[src/design/psc_pkg.sv]
// ---------------------------------------------------------------------------
// psc_pkg: shared types and constants of the plane side classifier
// Field widths, primitive and side codes, register indexes and the
// bundles that travel between the pipeline stages.
// ---------------------------------------------------------------------------
package psc_pkg;

   // operand and intermediate widths
   localparam int COORD_W = 32;
   localparam int TOL_W   = 31;
   localparam int FRAC_W  = 16;
   localparam int PROD_W  = 2 * COORD_W;
   localparam int PAIR_W  = PROD_W + 1;
   localparam int SUM_W   = PROD_W + 2;
   localparam int FLOOR_W = SUM_W - FRAC_W;
   localparam int DIST_W  = FLOOR_W + 1;
   localparam int CORNERS = 8;
   localparam int PAIRS   = 4;

   typedef logic signed [COORD_W-1:0] coord_type;
   typedef logic        [TOL_W-1:0]   tol_type;
   typedef logic signed [PROD_W-1:0]  prod_type;
   typedef logic signed [PAIR_W-1:0]  pair_type;
   typedef logic signed [FLOOR_W-1:0] floor_type;
   typedef logic signed [DIST_W-1:0]  dist_type;

   // primitive kinds
   typedef enum logic [1:0] {
      CMD_POINT  = 2'd0,
      CMD_BOX    = 2'd1,
      CMD_SPHERE = 2'd2,
      CMD_NONE   = 2'd3
   } cmd_type;

   // classification result
   typedef enum logic [1:0] {
      SIDE_FRONT = 2'd0,
      SIDE_BACK  = 2'd1,
      SIDE_CROSS = 2'd2
   } side_type;

   // configuration register indexes
   typedef enum logic [2:0] {
      REG_PLANE_A  = 3'd0,
      REG_PLANE_B  = 3'd1,
      REG_PLANE_C  = 3'd2,
      REG_OFFSET   = 3'd3,
      REG_EPSILON  = 3'd4
   } reg_type;

   // reset values of the plane and tolerance
   localparam coord_type PLANE_A_RST = 32'sh0000_0000;
   localparam coord_type PLANE_B_RST = 32'sh0000_0000;
   localparam coord_type PLANE_C_RST = 32'sh0001_0000;
   localparam coord_type OFFSET_RST  = 32'sh0000_0000;
   localparam tol_type   EPSILON_RST = 31'd1;

   // item attributes carried alongside the arithmetic
   typedef struct packed {
      cmd_type cmd;
      tol_type radius;
   } tag_type;

   // the six distinct products of normal and box coordinates
   typedef struct packed {
      prod_type ax0;
      prod_type ax1;
      prod_type by0;
      prod_type by1;
      prod_type cz0;
      prod_type cz1;
   } prod_set_type;

   typedef dist_type [CORNERS-1:0] dist_set_type;

   // per corner comparison results
   typedef struct packed {
      logic [CORNERS-1:0] near;
      logic [CORNERS-1:0] pos;
      logic [CORNERS-1:0] neg;
      logic               rad_hit;
   } flag_set_type;

endpackage

[src/design/psc_decide.sv]
// ---------------------------------------------------------------------------
// psc_decide: comparison and decision stages
// Compares corner distances against tolerance, radius and zero, then
// folds the flags into the side code held in the output register.
// ---------------------------------------------------------------------------
module psc_decide (
   input  logic                  clock,
   input  logic                  reset,
   input  logic                  in_valid,
   output logic                  in_ready,
   input  psc_pkg::dist_set_type in_dist,
   input  psc_pkg::tag_type      in_tag,
   input  psc_pkg::tol_type      epsilon,
   output logic                  out_valid,
   input  logic                  out_ready,
   output psc_pkg::side_type     out_side
);

   logic                  cmp_en;
   logic                  side_en;
   logic                  cmp_valid_ff;
   logic                  side_valid_ff;
   psc_pkg::flag_set_type flag_ff;
   psc_pkg::flag_set_type flag_in;
   psc_pkg::cmd_type      cmd_ff;
   psc_pkg::side_type     side_ff;
   psc_pkg::side_type     side_in;
   psc_pkg::dist_type     eps_pos;
   psc_pkg::dist_type     eps_neg;
   psc_pkg::dist_type     rad_pos;
   psc_pkg::dist_type     rad_neg;
   psc_pkg::dist_type     d0;

   assign side_en  = !side_valid_ff || out_ready;
   assign cmp_en   = !cmp_valid_ff  || side_en;
   assign in_ready = cmp_en;

   // tolerance and radius as signed distance-wide bounds
   assign eps_pos = {{(psc_pkg::DIST_W-psc_pkg::TOL_W){1'b0}}, epsilon};
   assign eps_neg = -eps_pos;
   assign rad_pos = {{(psc_pkg::DIST_W-psc_pkg::TOL_W){1'b0}}, in_tag.radius};
   assign rad_neg = -rad_pos;
   assign d0      = $signed(in_dist[0]);

   // per corner flags
   always_comb begin
      psc_pkg::dist_type d;
      for (int i = 0; i < psc_pkg::CORNERS; i++) begin
         d = $signed(in_dist[i]);
         flag_in.near[i] = (d < eps_pos) && (d > eps_neg);
         flag_in.pos[i]  = (d > 0);
         flag_in.neg[i]  = (d < 0);
      end
      flag_in.rad_hit = (d0 <= rad_pos) && (d0 >= rad_neg);
   end

   // fold flags into the side code
   always_comb begin
      logic sign_clash;
      sign_clash = flag_ff.pos[0] ? (|flag_ff.neg[psc_pkg::CORNERS-1:1])
                                  : (|flag_ff.pos[psc_pkg::CORNERS-1:1]);
      case (cmd_ff)
         psc_pkg::CMD_POINT: begin
            if (flag_ff.near[0]) begin
               side_in = psc_pkg::SIDE_CROSS;
            end else begin
               side_in = flag_ff.pos[0] ? psc_pkg::SIDE_FRONT : psc_pkg::SIDE_BACK;
            end
         end
         psc_pkg::CMD_BOX: begin
            if ((|flag_ff.near) || sign_clash) begin
               side_in = psc_pkg::SIDE_CROSS;
            end else begin
               side_in = flag_ff.pos[0] ? psc_pkg::SIDE_FRONT : psc_pkg::SIDE_BACK;
            end
         end
         psc_pkg::CMD_SPHERE: begin
            if (flag_ff.rad_hit) begin
               side_in = psc_pkg::SIDE_CROSS;
            end else begin
               side_in = flag_ff.pos[0] ? psc_pkg::SIDE_FRONT : psc_pkg::SIDE_BACK;
            end
         end
         default: begin
            // unused kind: conservative answer
            side_in = psc_pkg::SIDE_CROSS;
         end
      endcase
   end

   // valid bits
   always_ff @(posedge clock) begin
      if (reset) begin
         cmp_valid_ff  <= 1'b0;
         side_valid_ff <= 1'b0;
      end else begin
         if (cmp_en) begin
            cmp_valid_ff <= in_valid;
         end
         if (side_en) begin
            side_valid_ff <= cmp_valid_ff;
         end
      end
   end

   // payloads
   always_ff @(posedge clock) begin
      if (cmp_en && in_valid) begin
         flag_ff <= flag_in;
         cmd_ff  <= in_tag.cmd;
      end
      if (side_en && cmp_valid_ff) begin
         side_ff <= side_in;
      end
   end

   assign out_valid = side_valid_ff;
   assign out_side  = side_ff;

endmodule

[config.mk]
export PLATFORM = sky130hd
export DESIGN_NAME = psc_decide
export DESIGN_NICKNAME = d
export VERILOG_FILES = /design/src/design/psc_pkg.sv /design/src/design/psc_decide.sv
export SDC_FILE = /design/constraint.sdc
export NUM_CORES = 1
export LEC_CHECK = 0
export BUFFER_PORTS_ARGS = -buffer_cell sky130_fd_sc_hd__buf_4
export CORE_ASPECT_RATIO = 0.5
export CORE_MARGIN = 5
export CORE_UTILIZATION = 40
export CTS_CLUSTER_SIZE = 40
export DETAILED_ROUTE_END_ITERATION = 16
export PLACE_DENSITY = 0.74
export SKIP_LAST_GASP = 1
export SYNTH_ARGS = -nofsm -noshare
export SYNTH_HDL_FRONTEND = slang
export SYNTH_SLANG_ARGS = --single-unit
[constraint.sdc]
create_clock -name clock -period 6.5 [get_ports clock]
set_clock_uncertainty 0.2 [all_clocks]
set_input_delay 0.325 -clock clock [delete_from_list [all_inputs] [get_ports clock]]
set_output_delay 0.325 -clock clock [all_outputs]
set_load 0.1 [all_outputs]
; ---- Yosys cells after proc, flatten, opt, wreduce, memory -nomap -nowiden
; Cells that the tools add are included.
[word_totals]
ff_bits = 31
inputBits = 476
wordCells = 72
output_inout_bits = 4
[op_classes]
n_eq_ne = 2
addsub = 2
reduce_logical = 20
mux = 6
n_lt_le_gt_ge = 34
[op_table]
columns = cell, n
row1 = "51-bit by 1-bit > comparator with 1-bit output, second input constant", 8
row2 = 51-bit > comparator, 8
row3 = "51-bit by 1-bit < comparator with 1-bit output, second input constant", 8
row4 = 51-bit by 32-bit < comparator with 1-bit output, 8
row5 = 31-bit negator with 51-bit output, 2
row6 = 51-bit greater-or-equal comparator, 1
row7 = 51-bit by 32-bit <= comparator with 1-bit output, 1
row8 = 7-bit OR reduction, 2
row9 = 1-bit logical AND, 11
row10 = 8-bit OR reduction, 1
row11 = 2-bit two-way mux, 3
row12 = 2-bit one-hot mux with 3 select lines, 1
row13 = 1-bit logical OR, 3
row14 = "2-bit by 1-bit equality test with 1-bit output, second input constant", 1
row15 = "2-bit equality test, second input constant", 1
row16 = 1-bit zero test, 2
row17 = 2-bit zero test, 1
row18 = 1-bit two-way mux, 2

; ---- Logic depth before layout (Yosys ltp)
[depth]
ltp_word = 5
ltp_mapped = 18
depth_no_buf = 18

; ---- Worst setup path before layout
; No wires, ideal clock.
[synth_timing]
path_kind = input to register
start = input epsilon[1]
end = register flag_ff[17] in the netlist's numbering, data pin
t_required_ns = 6.044
arrival_time_ns = 4.925
setup_ns = 0.256
path_slack_ns = 1.119
n_path_buf = 1
cell_stages = 17
path_cell_list = inv_1 ha_1 and2b_2 nand3_2 nor2_1 and3_1 nand2_1 clkbuf_1 nor4_1 ha_1 and4_1 a31oi_1 nand2_1 or4_1 a311oi_1 o21ai_0 and4_1
[synth_rtl]
columns = item, line
row1 = from (decl), psc_decide.sv:13  ; input psc_pkg::tol_type epsilon,
row2 = to (signal assigned), psc_decide.sv:109  ; flag_ff <= flag_in;
row3 = to (decl), psc_decide.sv:23  ; psc_pkg::flag_set_type flag_ff;

==> qor.csv <==
metric;value;unit
drt_wl_total;91.3;mm
finalMaxSlewViolations;0;
grt_use_total;31.1;%
die_h;167;um
synth.distinct_cells;78;
root_buffer;clkbuf_16;
drv_cap;0;
synth_seq_cells;30;
layout_common_cells;ha_1, buf_4, a21oi_1, nand4_1, a21o_1;
tritoncts;yes;
gr-total-overflow;0;
final_common_cell;ha_1;
rsz0062_at_grt;false;
hp-class;in2reg;
intPower;0.000984;W
fp.dieArea;54400;um^2
io_buffers;479;
setup_violations;0;
die_w;325;um
grt_pass1_wl;132;mm
critPathKind;in2reg;
async_flop_share;0;%
met2_usage;52.6;%
syn_to_final_growth;25.3;%
ioPinCount;480;
nNetsFinal;4110;
yosysWarnings;0;
leakage;12.5;nW
drtPass1Iterations;5;
power.density;75.6;nW/um^2
finalCritPeriodShare;81.8;%
reg2reg_depth;5;
clkSinkCount;30;
gr-max-usage-layer;met2;
drc;0;
wl_per_cell;25.5;um
cp_data_arrival_time;5.17;ns
grt_start_max_net_pins;27;
grtUsageMet3;4.63;%
combPwrFrac;74.2;%
netlist_instances;2397;
switching_share;47.6;%
ant_nets;0;
place_hpwl;80.4;mm
relSlewSlack;34.0;%
r2r_setup_slack;4.56;ns
gp_congestion;1.01;
clkTransAtPathRegs;0.07;ns
first_iter_violations;2225;
pwr-share-clk;13.4;%
synthFlopType;edfxtp_1;
crit_fanout;11;
instances_no_fill;3583;
syn_area_per_cell;8.27;um^2
synth_edf_count;28;
cts_setup_buffers;0;
yosysSeqAreaShare;4.44;%
clock.fmax;188;MHz
rows;57;
final-hold-violation-count;0;
dp_cells;3560;
cp-end-kind;register;
antenna_found_initial;16;
min_path_cells;1;
tightestPinTransition;0.983;ns
pwr-share-seq;12.4;%
vias_per_cell;6.43;
grt_pass1_vias;22200;
via_count;23000;
fin_util;50.9;%
core;48800;um^2
switchingPower;0.000894;W
status;finished, final reports clean;
clk_latency;0.30;ns
cts_made_buffers;5;
fin_crit;5.32;ns
met1_usage;40.7;%
cts_max_level;2;
synthesis.nets;3588;
syn_area;19800;um^2
drive_gt1_share;20.1;%
cp.required;6.35;ns
initial_core_util;40.6;%
crit_path_start_kind;input pin;
setup-tns-final;0;ns
ir_worst_vdd;87.2;uV
cts_buffer_depth;2;
## through the flow
stage,setup slack [ns],hold WS (ns),cell area [um^2],power (W)
6_report,1.18,0.0163,24800,0.00188
3_3_place_gp,1.09,0.294,24700,0.00155
2_1_floorplan,1.12,0.197,19800,0.000942
3_5_place_dp,0.983,0.304,24700,0.00158
5_1_grt,0.824,0.00749,24800,0.00202
4_1_cts,1.26,0.0117,24800,0.00184
## per-layer routing
metal | vias up | wire length, um
met2 | 1070 | 42000
met5 | - | 14
met3 | 212 | 7740
met1 | 11000 | 37900
li1 | 10700 | -
met4 | 2 | 3510
## sequential cells by signal (all words and copies together) (netlist names)
name,count
out_side,2
flag_ff,24
cmp_valid_ff,1
out_valid,1
cmd_ff,2
## cells by family after synthesis
group / Yosys count / synth area share [%]
AND/OR/NAND/NOR: 811 / 22.4
flip-flops: 30 / 4.44
multiplexers: 5 / 0.259
adder cells (fa/ha/maj): 719 / 45.4
AO/OA/AOI/OAI: 671 / 22.1
XOR/XNOR: 60 / 3.42
buffers and inverters: 101 / 2.02
## cells in the mapped netlist (46+ instances only)
| master | instances | share of area, % |
|---|---|---|
| nor3_1 | 83 | 2.1 |
| a21o_1 | 147 | 5.6 |
| nor2_1 | 142 | 2.7 |
| nand3_1 | 46 | 1.2 |
| inv_1 | 84 | 1.6 |
| nor4_1 | 138 | 4.4 |
| ha_1 | 715 | 45 |
| o21ai_0 | 127 | 3.2 |
| xnor2_1 | 47 | 2.1 |
| nand4_1 | 149 | 4.7 |
| a21oi_1 | 182 | 4.6 |
| nand2_1 | 109 | 2.1 |
## critical path: stages
cell and delay [ns]:
buf_4 0.12, inv_1 0.37, ha_1 0.32, and2b_2 0.21, nand3_2 0.14, nor2_1 0.21, and3_1 0.27, nand2_1 0.33
nor3_1 0.28, xnor2_1 0.31, ha_1 0.36, a2111oi_0 0.39, o21ai_0 0.16, a311oi_1 0.29, nor2_1 0.07, or4_1 0.41
a311oi_1 0.27, o21ai_0 0.12, and4_1 0.22
## power by group through the flow
| stage | Combinational, W | Sequential, W | Clock, W |
|---|---|---|---|
| 6_report | 0.00139 | 0.000234 | 0.000251 |
| 3_5_place_dp | 0.00135 | 0.000236 | 0 |
| 3_3_place_gp | 0.00131 | 0.000237 | 0 |
| 2_1_floorplan | 0.000704 | 0.000238 | 0 |
| 4_1_cts | 0.00136 | 0.000233 | 0.000248 |
| 5_1_grt | 0.00153 | 0.000234 | 0.000256 |
## layout make-up
class	instances	area [um^2]
Fill cell	4700	23900
Multi-Input combinational cell	2266	18700
Timing Repair Buffer	532	4000
Sequential cell	30	881
Tap cell	649	812
Inverter	84	315
Clock buffer	5	125
Antenna cell	14	35.0
Clock inverter	3	16.3
## final timing paths
| kind | startpoint | endpoint |
|---|---|---|
| min | in_tag[31] | cmd_ff[0] |
| min reg2reg | cmp_valid_ff | out_valid |
| max reg2reg | flag_ff[17] | out_side[0] |
| max | epsilon[1] | flag_ff[17] |
## timing repair
item / in CTS / in global routing
endpoints found under the hold margin: 2 / 0
gates resized for setup: 0 / 0
hold buffers: 1 / 0
Note: power is estimated with default switching activity, not from simulation.
