File: src/design/psc_pkg.sv
// ---------------------------------------------------------------------------
// psc_pkg: shared types and constants of the plane side classifier
// Field widths, primitive and side codes, register indexes and the
// bundles that travel between the pipeline stages.
// ---------------------------------------------------------------------------
package psc_pkg;

   // operand and intermediate widths
   localparam int COORD_W = 32;
   localparam int TOL_W   = 31;
   localparam int FRAC_W  = 16;
   localparam int PROD_W  = 2 * COORD_W;
   localparam int PAIR_W  = PROD_W + 1;
   localparam int SUM_W   = PROD_W + 2;
   localparam int FLOOR_W = SUM_W - FRAC_W;
   localparam int DIST_W  = FLOOR_W + 1;
   localparam int CORNERS = 8;
   localparam int PAIRS   = 4;

   typedef logic signed [COORD_W-1:0] coord_type;
   typedef logic        [TOL_W-1:0]   tol_type;
   typedef logic signed [PROD_W-1:0]  prod_type;
   typedef logic signed [PAIR_W-1:0]  pair_type;
   typedef logic signed [FLOOR_W-1:0] floor_type;
   typedef logic signed [DIST_W-1:0]  dist_type;

   // primitive kinds
   typedef enum logic [1:0] {
      CMD_POINT  = 2'd0,
      CMD_BOX    = 2'd1,
      CMD_SPHERE = 2'd2,
      CMD_NONE   = 2'd3
   } cmd_type;

   // classification result
   typedef enum logic [1:0] {
      SIDE_FRONT = 2'd0,
      SIDE_BACK  = 2'd1,
      SIDE_CROSS = 2'd2
   } side_type;

   // configuration register indexes
   typedef enum logic [2:0] {
      REG_PLANE_A  = 3'd0,
      REG_PLANE_B  = 3'd1,
      REG_PLANE_C  = 3'd2,
      REG_OFFSET   = 3'd3,
      REG_EPSILON  = 3'd4
   } reg_type;

   // reset values of the plane and tolerance
   localparam coord_type PLANE_A_RST = 32'sh0000_0000;
   localparam coord_type PLANE_B_RST = 32'sh0000_0000;
   localparam coord_type PLANE_C_RST = 32'sh0001_0000;
   localparam coord_type OFFSET_RST  = 32'sh0000_0000;
   localparam tol_type   EPSILON_RST = 31'd1;

   // item attributes carried alongside the arithmetic
   typedef struct packed {
      cmd_type cmd;
      tol_type radius;
   } tag_type;

   // the six distinct products of normal and box coordinates
   typedef struct packed {
      prod_type ax0;
      prod_type ax1;
      prod_type by0;
      prod_type by1;
      prod_type cz0;
      prod_type cz1;
   } prod_set_type;

   typedef dist_type [CORNERS-1:0] dist_set_type;

   // per corner comparison results
   typedef struct packed {
      logic [CORNERS-1:0] near;
      logic [CORNERS-1:0] pos;
      logic [CORNERS-1:0] neg;
      logic               rad_hit;
   } flag_set_type;

endpackage

File: src/design/psc_sum.sv
// ---------------------------------------------------------------------------
// psc_sum: distance summation stages
// Three stages: x/y pair sums, corner sums floored to Q34.16, and the
// plane offset added, giving the signed distance of all eight corners.
// ---------------------------------------------------------------------------
module psc_sum (
   input  logic                  clock,
   input  logic                  reset,
   input  logic                  in_valid,
   output logic                  in_ready,
   input  psc_pkg::prod_set_type in_prod,
   input  psc_pkg::tag_type      in_tag,
   input  psc_pkg::coord_type    plane_offset,
   output logic                  out_valid,
   input  logic                  out_ready,
   output psc_pkg::dist_set_type out_dist,
   output psc_pkg::tag_type      out_tag
);

   // stage enables and valid bits
   logic pair_en;
   logic flr_en;
   logic dist_en;
   logic pair_valid_ff;
   logic flr_valid_ff;
   logic dist_valid_ff;

   // stage payloads
   psc_pkg::pair_type  pair_ff [psc_pkg::PAIRS];
   psc_pkg::pair_type  pair_in [psc_pkg::PAIRS];
   psc_pkg::prod_type  cz0_ff;
   psc_pkg::prod_type  cz1_ff;
   psc_pkg::tag_type   pair_tag_ff;
   psc_pkg::floor_type flr_ff  [psc_pkg::CORNERS];
   psc_pkg::floor_type flr_in  [psc_pkg::CORNERS];
   psc_pkg::tag_type   flr_tag_ff;
   psc_pkg::dist_set_type dist_ff;
   psc_pkg::dist_set_type dist_in;
   psc_pkg::tag_type   dist_tag_ff;

   // bubbles collapse: a stage moves when empty or when the next one moves
   assign dist_en  = !dist_valid_ff || out_ready;
   assign flr_en   = !flr_valid_ff  || dist_en;
   assign pair_en  = !pair_valid_ff || flr_en;
   assign in_ready = pair_en;

   // a*x + b*y for the four x/y corner combinations
   always_comb begin
      psc_pkg::prod_type px;
      psc_pkg::prod_type py;
      for (int j = 0; j < psc_pkg::PAIRS; j++) begin
         px = ((j & 1) != 0) ? in_prod.ax1 : in_prod.ax0;
         py = ((j & 2) != 0) ? in_prod.by1 : in_prod.by0;
         pair_in[j] = {px[psc_pkg::PROD_W-1], px} + {py[psc_pkg::PROD_W-1], py};
      end
   end

   // full corner sum, floored by dropping the fraction bits
   always_comb begin
      psc_pkg::pair_type             pr;
      psc_pkg::prod_type             pz;
      logic signed [psc_pkg::SUM_W-1:0] total;
      for (int i = 0; i < psc_pkg::CORNERS; i++) begin
         pr = pair_ff[i % psc_pkg::PAIRS];
         pz = ((i & 4) != 0) ? cz1_ff : cz0_ff;
         total = {pr[psc_pkg::PAIR_W-1], pr} + {{2{pz[psc_pkg::PROD_W-1]}}, pz};
         flr_in[i] = total[psc_pkg::SUM_W-1:psc_pkg::FRAC_W];
      end
   end

   // plane offset added at full width
   always_comb begin
      for (int i = 0; i < psc_pkg::CORNERS; i++) begin
         dist_in[i] = {flr_ff[i][psc_pkg::FLOOR_W-1], flr_ff[i]}
                    + {{(psc_pkg::DIST_W-psc_pkg::COORD_W){plane_offset[psc_pkg::COORD_W-1]}},
                       plane_offset};
      end
   end

   // valid bits
   always_ff @(posedge clock) begin
      if (reset) begin
         pair_valid_ff <= 1'b0;
         flr_valid_ff  <= 1'b0;
         dist_valid_ff <= 1'b0;
      end else begin
         if (pair_en) begin
            pair_valid_ff <= in_valid;
         end
         if (flr_en) begin
            flr_valid_ff <= pair_valid_ff;
         end
         if (dist_en) begin
            dist_valid_ff <= flr_valid_ff;
         end
      end
   end

   // payloads
   always_ff @(posedge clock) begin
      if (pair_en && in_valid) begin
         pair_ff     <= pair_in;
         cz0_ff      <= in_prod.cz0;
         cz1_ff      <= in_prod.cz1;
         pair_tag_ff <= in_tag;
      end
      if (flr_en && pair_valid_ff) begin
         flr_ff     <= flr_in;
         flr_tag_ff <= pair_tag_ff;
      end
      if (dist_en && flr_valid_ff) begin
         dist_ff     <= dist_in;
         dist_tag_ff <= flr_tag_ff;
      end
   end

   assign out_valid = dist_valid_ff;
   assign out_dist  = dist_ff;
   assign out_tag   = dist_tag_ff;

endmodule

File: config.mk
export PLATFORM = sky130hd
export DESIGN_NAME = psc_sum
export DESIGN_NICKNAME = d
export VERILOG_FILES = /design/src/design/psc_pkg.sv /design/src/design/psc_sum.sv
export SDC_FILE = /design/constraint.sdc
export NUM_CORES = 2
export LEC_CHECK = 0
export BUFFER_PORTS_ARGS = -buffer_cell sky130_fd_sc_hd__buf_4
export CAP_MARGIN = 15
export CELL_PAD_IN_SITES_DETAIL_PLACEMENT = 1
export CELL_PAD_IN_SITES_GLOBAL_PLACEMENT = 1
export CORE_MARGIN = 1.5
export CORE_UTILIZATION = 50
export DETAILED_ROUTE_END_ITERATION = 8
export PLACE_DENSITY_LB_ADDON = 0.08
export SLEW_MARGIN = 20
export SYNTH_ARGS = -nofsm -noshare
export SYNTH_HDL_FRONTEND = slang
export SYNTH_SLANG_ARGS = --single-unit
File: constraint.sdc
create_clock -name clock -period 71.1 [get_ports clock]
set_clock_uncertainty 0.2 [all_clocks]
set_input_delay 0 -clock clock [delete_from_list [all_inputs] [get_ports clock]]
set_output_delay 0 -clock clock [all_outputs]
set_load 0.01 [all_outputs]
==> results of run 1 <==
## repair_timing
| item | 4_1_cts |
|---|---|
| gates resized for setup | 0 |
| endpoints found under the hold margin | 730 |
| hold buffers | 946 |
## logic make-up after synthesis
logic type | synth area share
XOR/XNOR | 0.08579
adder cells (fa/ha/maj) | 0.1514
buffers and inverters | 0.02034
multiplexers | 0.001148
flip-flops | 0.3970
AO/OA/AOI/OAI | 0.2226
AND/OR/NAND/NOR | 0.1217
## stage by stage
stage	worst slack [ps]	cells	hold slack, ps	instance area, um^2
floorplan	37390	9840	-130.9	98110
global placement	65210	13160	-20.68	107500
detailed placement	64760	13160	-20.42	107500
CTS	64630	14370	13.14	121900
## metal layers
metal,track usage,GRT overflow
met1,0.7072,4
met2,0.8616,8
met3,0.5380,3
met4,0.6503,20
met5,0.3932,1
==> impl_metrics.yaml, run 1 <==
synthesis:
  synth_area_leader_cell: "edfxtp_1"
  synthTopCellsByArea: "edfxtp_1 (40%), ha_1 (15%), a21oi_1 (6.0%)"
  synth_most_common_cell: "edfxtp_1"
  netlist_area_mm2: 0.09811
  yosysWarningCount: 0
  synth_flop_cell: "edfxtp_1"
  syn-num-nets: 11470
  ys_ff_latch: 1298
  syn_avg_cell_area_um2: 9.970
  synth_top_area_frac: 0.3964
  synthCells: 9840
  synthTopCellsByCount: "edfxtp_1 (1,295), a21oi_1 (1,178), ha_1 (1,168), a21o_1 (674), nand2_1 (665)"
  synth_cell_types: 92
  async_reset_ff_frac: 0
  synth_edf_count: 1295
  ys_seq_area_frac: 0.3970
outcome:
  lastStage: "global routing (5_1_grt)"
  status: "did not finish"
  error_message: "[ERROR GRT-0232] Routing congestion too high. Check the congestion heatmap in the GUI."
placed_design:
  dp_hpwl_um: 364900
  portBuffers: 895
  gp_congestion: 1.040
floorplanning:
  num_io_pins: 896
  start_util: 0.5031
  die_y_um: 446.0
  row_count: 162
  die_w_um: 446.0
cts:
  clockRootBuffer: "clkbuf_16"
  cts.sinks: 1298
  cts_setup_buffers: 0
  clockBufferDepth: 3
  htreeDepth: 4
  numCtsBuffers: 147
grt:
  antenna_found_initial: 135
  grtUsageTotal: 0.6981
  overflow: 36
  grt_max_degree: 93
==> run 2, diff against run 1 <==
- CELL_PAD_IN_SITES_DETAIL_PLACEMENT: 1 -> not set
- CELL_PAD_IN_SITES_GLOBAL_PLACEMENT: 1 -> not set
- CORE_UTILIZATION: 50 -> 35
- PLACE_DENSITY_LB_ADDON: 0.08 -> 0.15
==> impl_metrics.yaml, run 2 <==
floorplanning:
  start_util: 0.3515
  die-area_mm2: 0.2835
  die_w_um: 532.4
  row_count: 194
  num_io_pins: 896
  core-area_mm2: 0.2791
  die_y_um: 532.4
timing:
  finalCriticalPeriod_ps: 6233
  hold_viol: 0
  fin_setup_tns_ps: 0
  rsz0062_at_grt: "false"
  setup_viol: 0
  report.final.slew_viol_count: 0
  slew-limit-headroom: 0.09976
  setup_ws_ps: 64870
  tightest_slew_ps: 1341
  whs_ps: 49.26
  period_share: 0.08767
  fmax_mhz: 160.4
cells_and_area:
  largest_reg_flops: 408
  ff_latch_area_mm2: 0.03895
  finalNonFillerCells: 15510
  layout.nets: 13290
  fillers: 26540
  layout-drive-gt1-share: 0.1095
  area_growth_pct: 26.22
  multi_input_area_mm2: 0.05723
  final_common_cell: "edfxtp_1"
  layout_common_cells: "edfxtp_1 (1,295), a21oi_1 (1,178), ha_1 (1,168)"
synthesis:
  syn_avg_cell_area_um2: 9.970
  synthCells: 9840
  netlist_area_mm2: 0.09811
  synthTopCellsByCount: "edfxtp_1 (1,295), a21oi_1 (1,178), ha_1 (1,168), a21o_1 (674), nand2_1 (665)"
  synth_top_area_frac: 0.3964
  ys_ff_latch: 1298
  async_reset_ff_frac: 0
  synth_flop_cell: "edfxtp_1"
  synth_most_common_cell: "edfxtp_1"
  yosysWarningCount: 0
  synthTopCellsByArea: "edfxtp_1 (40%), ha_1 (15%), a21oi_1 (6.0%)"
  synth_edf_count: 1295
  synth_cell_types: 92
  ys_seq_area_frac: 0.3970
  synth_area_leader_cell: "edfxtp_1"
  syn-num-nets: 11470
cts:
  numCtsBuffers: 166
  clockRootBuffer: "clkbuf_16"
  clock_latency_ps: 870
  htreeDepth: 4
  ctsResizeCount: 0
  clockBufferDepth: 4
  cts_tree: "done"
  cts.sinks: 1298
  cts.clk_slew.worst_paths_ps: 60
grt:
  grtUsageTotal: 0.2969
  grt_max_degree: 156
  overflow: 0
  grt_pass1_wl_um: 608500
  grt_pass1_vias: 86540
  antenna_found_initial: 46
critical_path:
  worst-setup-path-type: "in -> reg"
  cp_max_fo: 7
  worstPathArrival_ps: 6640
  cpMostUsedCell: "dlygate4sd3_1"
  cp_cell_sequence: "dlygate4sd3_1 -> dlygate4sd3_1 -> buf_4 -> dlygate4sd3_1 -> ha_1 -> fa_1 -> a21oi_1 -> o21ai_0 -> a211oi_1 -> nor4b_1 -> a2111oi_2 -> nor3_1 -> o31ai_1 -> a31oi_1 -> a21oi_1 -> o21ai_0 -> xor2_1"
  startpoint_type: "primary input"
  slowest_delay_ps: 770
  worstPathRequired_ps: 71510
  cp-end-kind: "flop"
  crit_slowest_cell: "dlygate4sd3_1"
  cp_num_buf_inv: 4
  crit_family: "compound AO/OA/AOI/OAI gates"
routing:
  m1WireLength_um: 206400
  drc: 0
  routed_wl_um: 439100
  topRoutingLayerUsed: "met5"
  dr_wl_met3_um: 30470
  vias: 89400
  drtAntennaViolNets: 0
  wire_per_inst_um: 28.31
  wl_met2_um: 184000
  via_per_inst: 5.763
  first_iter_violations: 8288
  dr.pass1.iters: 6
power:
  power_uw: 3464
  powerDensity_mw_per_mm2: 27.98
  ir_drop_mv: 0.01651
  p_leak_uw: 0.05157
placed_design:
  gp_congestion: 1.012
  dpl.cell_count: 14270
  dp_hpwl_um: 366000
  dp_slack_ps: 65000
  portBuffers: 895
flow_run:
  drv_cap: 0
min_path:
  hp-class: "in -> reg"
outcome:
  status: "finished, final reports clean"
## run 2: cell counts after synthesis
No cell type changed its count.
## run 2: area by class of cell
type,instances,area share
diodes,12,0.0002425
clock buffers,190,0.03479
clock inverters,102,0.008578
inverters,292,0.008851
multi-input cells,8012,0.4621
flip-flops and latches,1298,0.3145
well taps,3724,0.03763
repair buffers,1882,0.1333
## run 2: timing repair
item | 4_1_cts | 5_1_grt
endpoints found under the hold margin | 780 | 0
endpoints found under the setup margin | 0 | 0
buffers inserted | 0 | 0
hold buffers | 937 | 0
## run 2: through the flow
stage | utilization | instance area [um^2]
CTS | 0.4435 | 123800
floorplan | - | 98110
global route | 0.4435 | 123800
global placement | 0.3906 | 109000
detailed placement | 0.3906 | 109000
finish | 0.4436 | 123800
## run 2: tightest hold or removal path: stages
cell	delay (ps)
dlygate4sd3_1	530
buf_4	110
ha_1	190
xor2_1	100
## run 2: report_power, final
part | internal [uW] | switching [uW]
sequential | 1020 | 112
combinational | 569 | 912
clock | 501 | 354
total | 2090 | 1380
## run 2: routing by layer
layer | vias to the layer above | global-route usage
li1 | 41260 | -
met1 | 43870 | 0.4380
met2 | 3688 | 0.4442
met3 | 584 | 0.03168
met4 | 6 | 0.1100
met5 | - | 0
## run 2: worst paths after layout
path,startpoint,end,slack [ps],depth (start not counted)
setup / recovery,plane_offset[0],out_dist[44]$_DFFE_PP_,64870,17
hold / removal,in_prod[130],pair_ff[67]$_DFFE_PP_,50,4
setup reg to reg,out_valid$_SDFFE_PP0P_,flr_ff[121]$_DFFE_PP_,65030,8
hold reg to reg,pair_tag_ff[9]$_DFFE_PP_,flr_tag_ff[9]$_DFFE_PP_,200,0
## run 2: cell families (layout without fill, tap and decap cells)
group                      after synthesis  after routing  share of synthesized area
other                                    0             12                          0
adders and majority gates             1180           1180                     0.1514
muxes                                   11             11                   0.001148
AOI/OAI and AO/OA                     3428           3428                     0.2226
xor gates and xnor gates               961            961                    0.08579
and+or+nand+nor                       2432           2432                     0.1217
buffers and inverters                  530           2466                    0.02034
DFF                                   1298           1298                     0.3970
No activity file was read; power rests on OpenSTA's default activity.
